## config.mk

```make
export PLATFORM = sky130hd
export DESIGN_NAME = display_span_clip_rotate_top
export DESIGN_NICKNAME = d
export VERILOG_FILES = /design/src/rtl/dscr_pkg.sv /design/src/rtl/display_span_clip_rotate_top.sv /design/src/rtl/dscr_map.sv /design/src/rtl/dscr_clip.sv
export SDC_FILE = /design/constraint.sdc
export NUM_CORES = 1
export LEC_CHECK = 0
export ABC_CLOCK_PERIOD_IN_PS = 7650
export BUFFER_PORTS_ARGS = -buffer_cell sky130_fd_sc_hd__buf_2
export CORE_MARGIN = 1.5
export CORE_UTILIZATION = 40
export CTS_BUF_LIST = sky130_fd_sc_hd__clkbuf_4
export CTS_CLUSTER_DIAMETER = 80
export CTS_CLUSTER_SIZE = 14
export DETAILED_ROUTE_END_ITERATION = 10
export GPL_TIMING_DRIVEN = 0
export SYNTH_ARGS = -nofsm -noshare
export SYNTH_HDL_FRONTEND = slang
export SYNTH_SLANG_ARGS = --single-unit
export TNS_END_PERCENT = 20
```

## constraint.sdc

```tcl
create_clock -name clk -period 7.65 [get_ports clk]
set_input_delay 0 -clock clk [delete_from_list [all_inputs] [get_ports clk]]
set_output_delay 0 -clock clk [all_outputs]
set_load 0.02 [all_outputs]
```

## src/rtl/dscr_pkg.sv

```systemverilog
// ----------------------------------------------------------------------------
// Display span clip and rotate package
// Shared widths, operation codes, coordinate type and the result word
// layout used by the span clipper and its top level.
// ----------------------------------------------------------------------------
package dscr_pkg;

  localparam int DefPanelWidth  = 240;
  localparam int DefPanelHeight = 320;

  localparam int InW    = 16;
  localparam int CoordW = 18;
  localparam int ColW   = 8;
  localparam int RowW   = 9;
  localparam int CountW = 9;
  localparam int RotW   = 2;
  localparam int OpW    = 2;

  localparam logic [OpW-1:0] OP_PIXEL = 2'd0;
  localparam logic [OpW-1:0] OP_HSPAN = 2'd1;
  localparam logic [OpW-1:0] OP_VSPAN = 2'd2;

  localparam logic [RotW-1:0] ROT_0   = 2'd0;
  localparam logic [RotW-1:0] ROT_90  = 2'd1;
  localparam logic [RotW-1:0] ROT_180 = 2'd2;
  localparam logic [RotW-1:0] ROT_270 = 2'd3;

  typedef logic signed [CoordW-1:0] coord_t;

  typedef struct packed {
    logic              visible;
    logic [ColW-1:0]   column;
    logic [RowW-1:0]   row;
    logic              vertical;
    logic [CountW-1:0] count;
  } dscr_res_t;

endpackage

```

## src/rtl/display_span_clip_rotate_top.sv

```systemverilog
// ----------------------------------------------------------------------------
// Display span clip and rotate: top level
// Each accepted word is held in the input registers, passes through the
// clipper and is captured in the result register as out_valid rises.
// Throughput: one word per cycle; busy is always low, set by the single
// input register to result register pass through the clipper.
// Reset (synchronous, rst_n low) clears the valid flags and rotation to 0.
// The receiver cannot stall; each result is shown for exactly one cycle.
// ----------------------------------------------------------------------------
module display_span_clip_rotate_top #(
  parameter int PANEL_WIDTH  = dscr_pkg::DefPanelWidth,
  parameter int PANEL_HEIGHT = dscr_pkg::DefPanelHeight
) (
  input  logic                                clk,
  input  logic                                rst_n,
  input  logic                                cfg_we,
  input  logic [dscr_pkg::RotW-1:0]           cfg_wdata,
  input  logic                                start,
  output logic                                busy,
  input  logic [dscr_pkg::OpW-1:0]            in_operation,
  input  logic signed [dscr_pkg::InW-1:0]     in_start_x,
  input  logic signed [dscr_pkg::InW-1:0]     in_start_y,
  input  logic signed [dscr_pkg::InW-1:0]     in_span_length,
  input  logic [dscr_pkg::InW-1:0]            in_pixel_color,
  output logic                                out_valid,
  output logic                                out_visible,
  output logic [dscr_pkg::ColW-1:0]           out_panel_column,
  output logic [dscr_pkg::RowW-1:0]           out_panel_row,
  output logic                                out_vertical_increment,
  output logic [dscr_pkg::CountW-1:0]         out_pixel_count,
  output logic [dscr_pkg::InW-1:0]            out_color
);

  logic [dscr_pkg::RotW-1:0]       rotation_r;
  logic                            in_valid_r;
  logic [dscr_pkg::OpW-1:0]        op_r;
  logic signed [dscr_pkg::InW-1:0] x_r, y_r, len_r;
  logic [dscr_pkg::InW-1:0]        color_r;
  logic                            out_valid_r;
  dscr_pkg::dscr_res_t             res_nxt, res_r;
  logic [dscr_pkg::InW-1:0]        out_color_r;

  assign busy = 1'b0;

  always_ff @(posedge clk) begin
    if (!rst_n) begin
      rotation_r  <= '0;
      in_valid_r  <= 1'b0;
      out_valid_r <= 1'b0;
    end else begin
      if (cfg_we) begin
        rotation_r <= cfg_wdata;
      end
      in_valid_r  <= start && !busy;
      out_valid_r <= in_valid_r;
    end
  end

  always_ff @(posedge clk) begin
    if (start && !busy) begin
      op_r    <= in_operation;
      x_r     <= in_start_x;
      y_r     <= in_start_y;
      len_r   <= in_span_length;
      color_r <= in_pixel_color;
    end
    if (in_valid_r) begin
      res_r       <= res_nxt;
      out_color_r <= color_r;
    end
  end

  dscr_clip #(
    .PANEL_WIDTH (PANEL_WIDTH),
    .PANEL_HEIGHT(PANEL_HEIGHT)
  ) u_clip (
    .rotation   (rotation_r),
    .operation  (op_r),
    .start_x    (x_r),
    .start_y    (y_r),
    .span_length(len_r),
    .res        (res_nxt)
  );

  assign out_valid              = out_valid_r;
  assign out_visible            = res_r.visible;
  assign out_panel_column       = res_r.column;
  assign out_panel_row          = res_r.row;
  assign out_vertical_increment = res_r.vertical;
  assign out_pixel_count        = res_r.count;
  assign out_color              = out_color_r;

endmodule

```

## src/rtl/dscr_map.sv

```systemverilog
// ----------------------------------------------------------------------------
// Display span clip and rotate: point mapper
// Maps a logical point to a physical panel column and row for one of the
// four rotations.
// ----------------------------------------------------------------------------
module dscr_map #(
  parameter int PANEL_WIDTH  = dscr_pkg::DefPanelWidth,
  parameter int PANEL_HEIGHT = dscr_pkg::DefPanelHeight
) (
  input  logic [dscr_pkg::RotW-1:0] rotation,
  input  dscr_pkg::coord_t          px,
  input  dscr_pkg::coord_t          py,
  output dscr_pkg::coord_t          col,
  output dscr_pkg::coord_t          row
);

  localparam dscr_pkg::coord_t WLast = dscr_pkg::CoordW'(PANEL_WIDTH - 1);
  localparam dscr_pkg::coord_t HLast = dscr_pkg::CoordW'(PANEL_HEIGHT - 1);

  always_comb begin
    case (rotation)
      dscr_pkg::ROT_90: begin
        col = WLast - py;
        row = px;
      end
      dscr_pkg::ROT_180: begin
        col = WLast - px;
        row = HLast - py;
      end
      dscr_pkg::ROT_270: begin
        col = py;
        row = HLast - px;
      end
      default: begin
        col = px;
        row = py;
      end
    endcase
  end

endmodule

```

## src/rtl/dscr_clip.sv

```systemverilog
// ----------------------------------------------------------------------------
// Display span clip and rotate: clipper
// Normalises a signed span, clips it to the rotated logical screen and
// picks the first pixel the panel writes, then maps it to a panel address.
// ----------------------------------------------------------------------------
module dscr_clip #(
  parameter int PANEL_WIDTH  = dscr_pkg::DefPanelWidth,
  parameter int PANEL_HEIGHT = dscr_pkg::DefPanelHeight
) (
  input  logic [dscr_pkg::RotW-1:0] rotation,
  input  logic [dscr_pkg::OpW-1:0]  operation,
  input  logic signed [dscr_pkg::InW-1:0] start_x,
  input  logic signed [dscr_pkg::InW-1:0] start_y,
  input  logic signed [dscr_pkg::InW-1:0] span_length,
  output dscr_pkg::dscr_res_t       res
);

  localparam dscr_pkg::coord_t WC = dscr_pkg::CoordW'(PANEL_WIDTH);
  localparam dscr_pkg::coord_t HC = dscr_pkg::CoordW'(PANEL_HEIGHT);
  localparam dscr_pkg::coord_t One = dscr_pkg::CoordW'(1);
  localparam dscr_pkg::coord_t Zero = '0;

  dscr_pkg::coord_t x, y, len, lw, lh;
  dscr_pkg::coord_t run_start, run_lim, lo_raw, hi_raw, lo, hi;
  dscr_pkg::coord_t px, py, col, row, cnt;
  logic odd, x_in, y_in, run_ok, vis, vert;

  assign x   = {{(dscr_pkg::CoordW - dscr_pkg::InW){start_x[dscr_pkg::InW-1]}}, start_x};
  assign y   = {{(dscr_pkg::CoordW - dscr_pkg::InW){start_y[dscr_pkg::InW-1]}}, start_y};
  assign len = {{(dscr_pkg::CoordW - dscr_pkg::InW){span_length[dscr_pkg::InW-1]}},
                span_length};

  assign odd = rotation[0];
  assign lw  = odd ? HC : WC;
  assign lh  = odd ? WC : HC;

  assign x_in = (x >= Zero) && (x < lw);
  assign y_in = (y >= Zero) && (y < lh);

  assign run_start = (operation == dscr_pkg::OP_VSPAN) ? y : x;
  assign run_lim   = (operation == dscr_pkg::OP_VSPAN) ? lh : lw;

  always_comb begin
    if (len < Zero) begin
      lo_raw = run_start + len + One;
      hi_raw = run_start;
    end else begin
      lo_raw = run_start;
      hi_raw = run_start + len - One;
    end
    lo     = (lo_raw < Zero) ? Zero : lo_raw;
    hi     = (hi_raw > run_lim - One) ? run_lim - One : hi_raw;
    run_ok = (len != Zero) && (lo <= hi);
    cnt    = hi - lo + One;
  end

  always_comb begin
    vis  = 1'b0;
    vert = 1'b0;
    px   = x;
    py   = y;
    case (operation)
      dscr_pkg::OP_PIXEL: begin
        vis = x_in && y_in;
      end
      dscr_pkg::OP_HSPAN: begin
        vis  = y_in && run_ok;
        vert = odd;
        px   = (rotation == dscr_pkg::ROT_180 || rotation == dscr_pkg::ROT_270) ? hi : lo;
      end
      dscr_pkg::OP_VSPAN: begin
        vis  = x_in && run_ok;
        vert = !odd;
        py   = (rotation == dscr_pkg::ROT_90 || rotation == dscr_pkg::ROT_180) ? hi : lo;
      end
      default: begin
        vis = 1'b0;
      end
    endcase
  end

  dscr_map #(
    .PANEL_WIDTH (PANEL_WIDTH),
    .PANEL_HEIGHT(PANEL_HEIGHT)
  ) u_map (
    .rotation(rotation),
    .px      (px),
    .py      (py),
    .col     (col),
    .row     (row)
  );

  always_comb begin
    res.visible  = vis;
    res.column   = vis ? col[dscr_pkg::ColW-1:0] : '0;
    res.row      = vis ? row[dscr_pkg::RowW-1:0] : '0;
    res.vertical = vis ? vert : 1'b0;
    if (!vis) begin
      res.count = '0;
    end else if (operation == dscr_pkg::OP_PIXEL) begin
      res.count = dscr_pkg::CountW'(1);
    end else begin
      res.count = cnt[dscr_pkg::CountW-1:0];
    end
  end

endmodule

```

## Yosys cells after proc, flatten, opt, wreduce, memory -nomap -nowiden

Index checks and enable logic that the tools add are counted.

- Register bits after elaboration: 114
- Latch bits: 0
- RAM bits: 0
- ROM bits: 0
- Output and inout port bits: 46
- Word-level logic and storage cells: 68
- Memories kept: 0

- Add/sub/neg operators: 10
- Multipliers: 0
- Divide/modulo/power cells: 0
- $lt $le $gt $ge: 8
- Equality and inequality tests: 5
- Shift-type cells: 0
- Mux-type cells: 17
- Bitwise logic cells: 1
- Reductions and logical operators: 12

Operator list:

| cell | count |
|---|---|
| 18-bit two-way mux | 6 |
| 9-bit two-way mux | 6 |
| 18-bit by 2-bit subtractor with 18-bit output, second input constant | 2 |
| 16-bit by 1-bit greater-or-equal comparator with 1-bit output, second input constant | 2 |
| 16-bit by 10-bit less-than comparator with 1-bit output | 2 |
| 9-bit one-hot mux with 3 select lines | 1 |
| 8-bit one-hot mux with 3 select lines | 1 |
| 18-bit by 16-bit adder with 18-bit output | 1 |
| 18-bit by 2-bit adder with 18-bit output, second input constant | 1 |
| 18-bit greater-than comparator | 1 |
| 18-bit <= comparator | 1 |
| 18-bit by 1-bit less-than comparator with 1-bit output, second input constant | 1 |
| 18-bit nonzero test | 1 |
| 9-bit subtractor, first input constant | 2 |
| 16-bit by 1-bit less-than comparator with 1-bit output, second input constant | 1 |
| 6-bit by 8-bit subtractor with 8-bit output, first input constant | 2 |
| 9-bit by 2-bit adder with 9-bit output, second input constant | 1 |
| 9-bit subtractor | 1 |
| 2-bit == test, second input constant | 3 |
| 1-bit logical AND | 6 |
| 2-bit by 1-bit == test with 1-bit output, second input constant | 2 |
| 1-bit one-hot mux with 3 select lines | 1 |
| 2-bit logical NOT | 1 |
| 1-bit logical OR | 2 |
| 5 further kinds | 5 |

## Depth between registers and ports, before layout

- Depth in word-level cells: 13
- Mapped depth: 42
- Gate-level depth less buffers: 39

## By module

Synthesis repeated with hierarchy kept, for this count alone.

- Cells, all modules: 1070
- Area total of the unflattened synthesis: 9811.9 um2

By module, submodules not included:

| module | times used | cells an instance | area an instance (um2) | seq. area each (um2) |
|---|---|---|---|---|
| dscr_clip | 1 | 695 | 4734.5 | 0.0 |
| display_span_clip_rotate_top | 1 | 122 | 3439.5 | 3383.2 |
| dscr_map | 1 | 253 | 1637.8 | 0.0 |

## Worst setup path after synthesis

OpenSTA, ideal clock, no wires.

- Path type: register to register
- From: register op_r[0] (netlist name)
- To: register res_r, in the netlist out_panel_row[2], data pin
- Library setup time: 0.152 ns
- Data arrival time: 7.746 ns
- Path slack: -0.249 ns
- Cell stages (with the launch flop): 40
- Path buffers: 4
- Period minus slack after synthesis: 7.899 ns
- Cells stage by stage: edfxtp_1 nor2b_1 clkbuf_1 clkbuf_1 nand2_1 nand2_1 ha_1 buf_2 nor4b_1 a2111oi_2 o311ai_1 a31o_4 or3_1 a21oi_1 a21oi_1 inv_1 ha_1 and4_1 (+4 left out) buf_4 o21bai_1 ha_1 a21o_1 a21o_1 a21oi_1 o211ai_1 a221o_1 a21o_1 a21o_1 a21oi_1 a41oi_1 a2111oi_0 a31oi_1 or2_2 nor2_1 mux2i_1 o21ai_0

- Word-level cells in the longest chain between the ends: 11

RTL lines:

| what | RTL line | source |
|---|---|---|
| start, declared | display_span_clip_rotate_top.sv:36 | `logic [dscr_pkg::OpW-1:0] op_r;` |
| start signal, assigned | display_span_clip_rotate_top.sv:61 | `op_r <= in_operation;` |
| 2-bit == test | dscr_clip.sv:40, dscr_clip.sv:41, dscr_clip.sv:62 |  |
| 18-bit two-way mux | dscr_clip.sv:40 | `assign run_start = (operation == dscr_pkg::OP_VSPAN) ? y : x;` |
| 18-bit by 16-bit adder with 18-bit output | dscr_clip.sv:45, dscr_clip.sv:49 |  |
| 18-bit by 2-bit adder with 18-bit output / 18-bit by 2-bit subtractor with 18-bit output (equally long branches) | dscr_clip.sv:45, dscr_clip.sv:49 |  |
| 18-bit two-way mux | dscr_clip.sv:44 | `if (len < Zero) begin` |
| 18-bit by 1-bit less-than comparator with 1-bit output / 18-bit greater-than comparator (equally long branches) | dscr_clip.sv:51, dscr_clip.sv:52 |  |
| 18-bit two-way mux, on equally long branches | dscr_clip.sv:51, dscr_clip.sv:52 |  |
| 9-bit two-way mux (tied with other cells) | dscr_clip.sv:69 | `px = (rotation == dscr_pkg::ROT_180 \|\| rotation == dscr_pkg::ROT_270) ? hi : lo;` |
| 9-bit two-way mux / 1-bit logical AND (equally long branches) | dscr_clip.sv:62, dscr_clip.sv:53 |  |
| 9-bit subtractor (tied with other cells) | dscr_map.sv:32 | `row = HLast - px;` |
| 9-bit one-hot mux with 3 select lines / 1-bit one-hot mux with 3 select lines (equally long branches) | dscr_map.sv:21, dscr_clip.sv:62 |  |
| end signal, assigned | display_span_clip_rotate_top.sv:68 | `res_r <= res_nxt;` |
| end, declared | display_span_clip_rotate_top.sv:40 | `dscr_pkg::dscr_res_t res_nxt, res_r;` |

Several ways; a longest one is shown, not always the timed one.
A chain may end at the register's enable or synchronous reset.

## Final worst setup path

- From: register op_r[0] (netlist name)
- To: register res_r, in the netlist out_panel_row[4], data pin

The elaborated chain is that of the path after synthesis.

==> metrics <==
Worst Tran Pin Value=858 ps; number of I/O port buffers=between 100 and 150; CTS buffer count=17; clock-pin slew on the worst setup and hold paths=170 ps; mean routed wirelength per cell=18.4 µm; most frequent cells in the layout=122 x buf_2, 110 x edfxtp_1, 88 x nand2_1; Post-Syn Area per Cell=around 9.4 µm²; sequential area share after synthesis=0.392; Syn Inst Count=919; share of cells above drive strength 1=0.298; classification of the worst setup path=reg2reg; pwr dens=about 230 nW/µm²; worst path arrival time=8110 ps; Design Power=2.67 mW; nets=1,316; Rel. slew slack=0.424; Synth Flop Type=edfxtp_1; Yosys cell types=84; Crit path max-delay family=compound AO/OA/AOI/OAI gates; sw frac=0.411; Final period util=1.01; Total Routing Usage GR=0.240; Yosys reg bits=about 110; max incr delay on CP=about 480 ps; worst ir drop on vdd=roughly 0.13 mV; RSZ-0062 raised after global routing=true; multi-input gate area in the final layout=~5600 µm²; CP bufs+invs=6; setup TNS=-314 ps; final setup fails=8; initial antenna violation count=1; post-layout instance area=approximately 12,000 µm²; row cnt=53; Detailed Routing Iterations Pass 1=5; initial DRC count=roughly 670; minimum clock period=about 7700 ps; DR DRC count=0; Worst Path Required=between 8000 and 9000 ps; commonest non-fill, non-tap cell in the layout=buf_2; hpwl dp=~19,000 µm; Sw Pwr=between 1 and 1.5 mW; internal power=between 1.5 and 2 mW; Post-DRT Antenna Nets=0; cell area after synthesis=between 8000 and 9000 µm²; CP Launch Type=flip-flop; vias in the first global route=7,763; total die area=around 22,000 µm²; Max Slew Vio Count=0; Core Box Area=around 21,000 µm²; Hold Crit Class=in2reg; DP Area=~9600 µm²; Max Cap Viol=0; total routed wirelength=about 27,000 µm; Worst Setup Slack, final=-68.8 ps; GRT Residual Overflow=0; largest net degree at the start of global routing=~70; DP Worst Slack=-1670 ps; clk_lat worst skew=about 550 ps; Top-Level Pins=about 120; CP Capture Type=flip-flop; fmax=about 130 MHz; Placer Congestion=about 0.93; first-pass GRT wire length=roughly 41,000 µm; Layout fillers=1,885; CP max stage cell=edfxtp_1; Comb pwr share=0.519; Layout area overhead=36.7%; Max Buffers Root-to-Sink=2; Worst Clk Skew=around 46 ps; H-tree levels=4; chip height=150 µm; Die X=roughly 150 µm; Critical Path Fanout Max=6; Clock power frac=0.196; sequential fraction of design power=0.285; failing checks=setup timing; via/cell ratio=about 5.5; YS warnings=0; endpoints failing hold=0; Vias=approximately 8,100; run status=complete, but fails checks; LEAKAGE=around 4.7 nW; clk sink count=between 100 and 150; WHS=88.7 ps; CTS tree=done; Synth async-reset ratio=0; FF/Latch Area=roughly 3400 µm²; clock root buffer=clkbuf_4; Syn Nets=1,059; Starting Density=0.409; EDFF count, synth=110
registers in the layout, summed over array words and instances, names as in the netlist, 2 cells and up:
register          cells
out_panel_row         9
out_panel_column      8
op_r                  2
out_pixel_count       9
rotation_r            2
out_color            16
x_r                  16
color_r              16
len_r                16
y_r                  16
power groups by stage:
stage	sequential (mW)	combinational, mW	clock, mW
finish	0.760	1.39	0.522
global route	0.764	1.51	0.563
CTS	0.758	1.27	0.536
detailed placement	0.773	1.07	0
global placement	0.775	1.06	0
floorplan	0.778	0.789	0
layout make-up:
| cell class | instances | area share |
|---|---|---|
| antenna | 1 | 0.000212 |
| buffer | 42 | 0.0199 |
| clock buffer | 17 | 0.0108 |
| clock inverter | 15 | 0.0166 |
| inverter | 47 | 0.0152 |
| multi-input combinational | 715 | 0.475 |
| sequential | 114 | 0.287 |
| tap | 275 | 0.0292 |
| timing repair buffer | 239 | 0.146 |
worst register-to-register path: cells and delay by family, from the launching register on:
kind                     cells  cell delay, ps
adder cells (fa/ha/maj)      4             930
AND/OR/NAND/NOR              8            1700
buffers and inverters        6             800
multiplexers                 1             240
AO/OA/AOI/OAI               20            3460
flip-flops                   1             480
through the flow:
step,utilization,std cells
2_1_floorplan,-,919
3_3_place_gp,0.454,1310
3_5_place_dp,0.455,1311
4_1_cts,0.538,1443
5_1_grt,0.559,1465
6_report,0.559,1465
synthesized netlist by cell type (4+ instances only):
master / number / area share
nor2b_1: 13 / 0.0094
nand2b_1: 15 / 0.011
o21a_1: 4 / 0.0035
dfxtp_1: 4 / 0.0093
buf_2: 7 / 0.0041
o22ai_1: 6 / 0.0044
a211oi_1: 19 / 0.017
edfxtp_1: 110 / 0.38
ha_1: 65 / 0.094
nand4_1: 9 / 0.0065
a211o_1: 9 / 0.0091
or2_1: 4 / 0.0029
mux2i_1: 25 / 0.029
a31o_2: 4 / 0.0041
nor3_1: 24 / 0.014
o211ai_1: 15 / 0.013
a21oi_2: 7 / 0.0071
or2_2: 4 / 0.0029
a21oi_1: 59 / 0.034
a211oi_2: 4 / 0.0058
inv_1: 46 / 0.020
buf_1: 5 / 0.0022
xnor2_1: 24 / 0.024
nand3b_1: 6 / 0.0052
nor2_1: 89 / 0.039
o21ai_0: 40 / 0.023
and3_1: 7 / 0.0051
or3_1: 6 / 0.0044
a21o_1: 17 / 0.015
nand2_1: 98 / 0.043
nand3_1: 15 / 0.0087
a31oi_1: 5 / 0.0036
and2_1: 8 / 0.0058
xor2_1: 16 / 0.016
and4_1: 4 / 0.0041
clkbuf_1: 28 / 0.012
nor4_1: 13 / 0.0094
o21ai_1: 12 / 0.0070
per-layer routing:
metal	track usage	part of all wire	wire, µm
met5	0	0	0
met4	0.0814	0.024	638
met3	0.0546	0.072	1940
met2	0.380	0.46	12500
met1	0.322	0.44	11800
cell families (layout without fill, tap and decap cells):
group,Yosys count,count (layout),share of synthesized area
AND/OR/NAND/NOR,332,332,0.191
buffers and inverters,90,360,0.0415
AO/OA/AOI/OAI,244,244,0.196
adder cells (fa/ha/maj),70,70,0.104
flip-flops,114,114,0.392
XOR/XNOR,41,41,0.0425
other,1,2,0.000435
multiplexers,27,27,0.0319
worst paths after layout:
kind / startpoint / end / slack, ps / cells past startpoint
max reg2reg: op_r[0] / out_panel_row[4] / -70 / 39
max: op_r[0] / out_panel_row[4] / -70 / 39
min: start / y_r[13] / 90 / 1
min reg2reg: color_r[0] / out_color[0] / 430 / 0
timing repair:
item                                    4_1_cts  5_1_grt
hold endpoints to repair                     70        0
endpoints found under the setup margin       28       28
setup buffers                                29       22
cloned                                        1        0
hold buffers                                 71        0
pin swaps                                    37       33
gates resized for setup                     103       66
(Power assumes the default switching activity.)
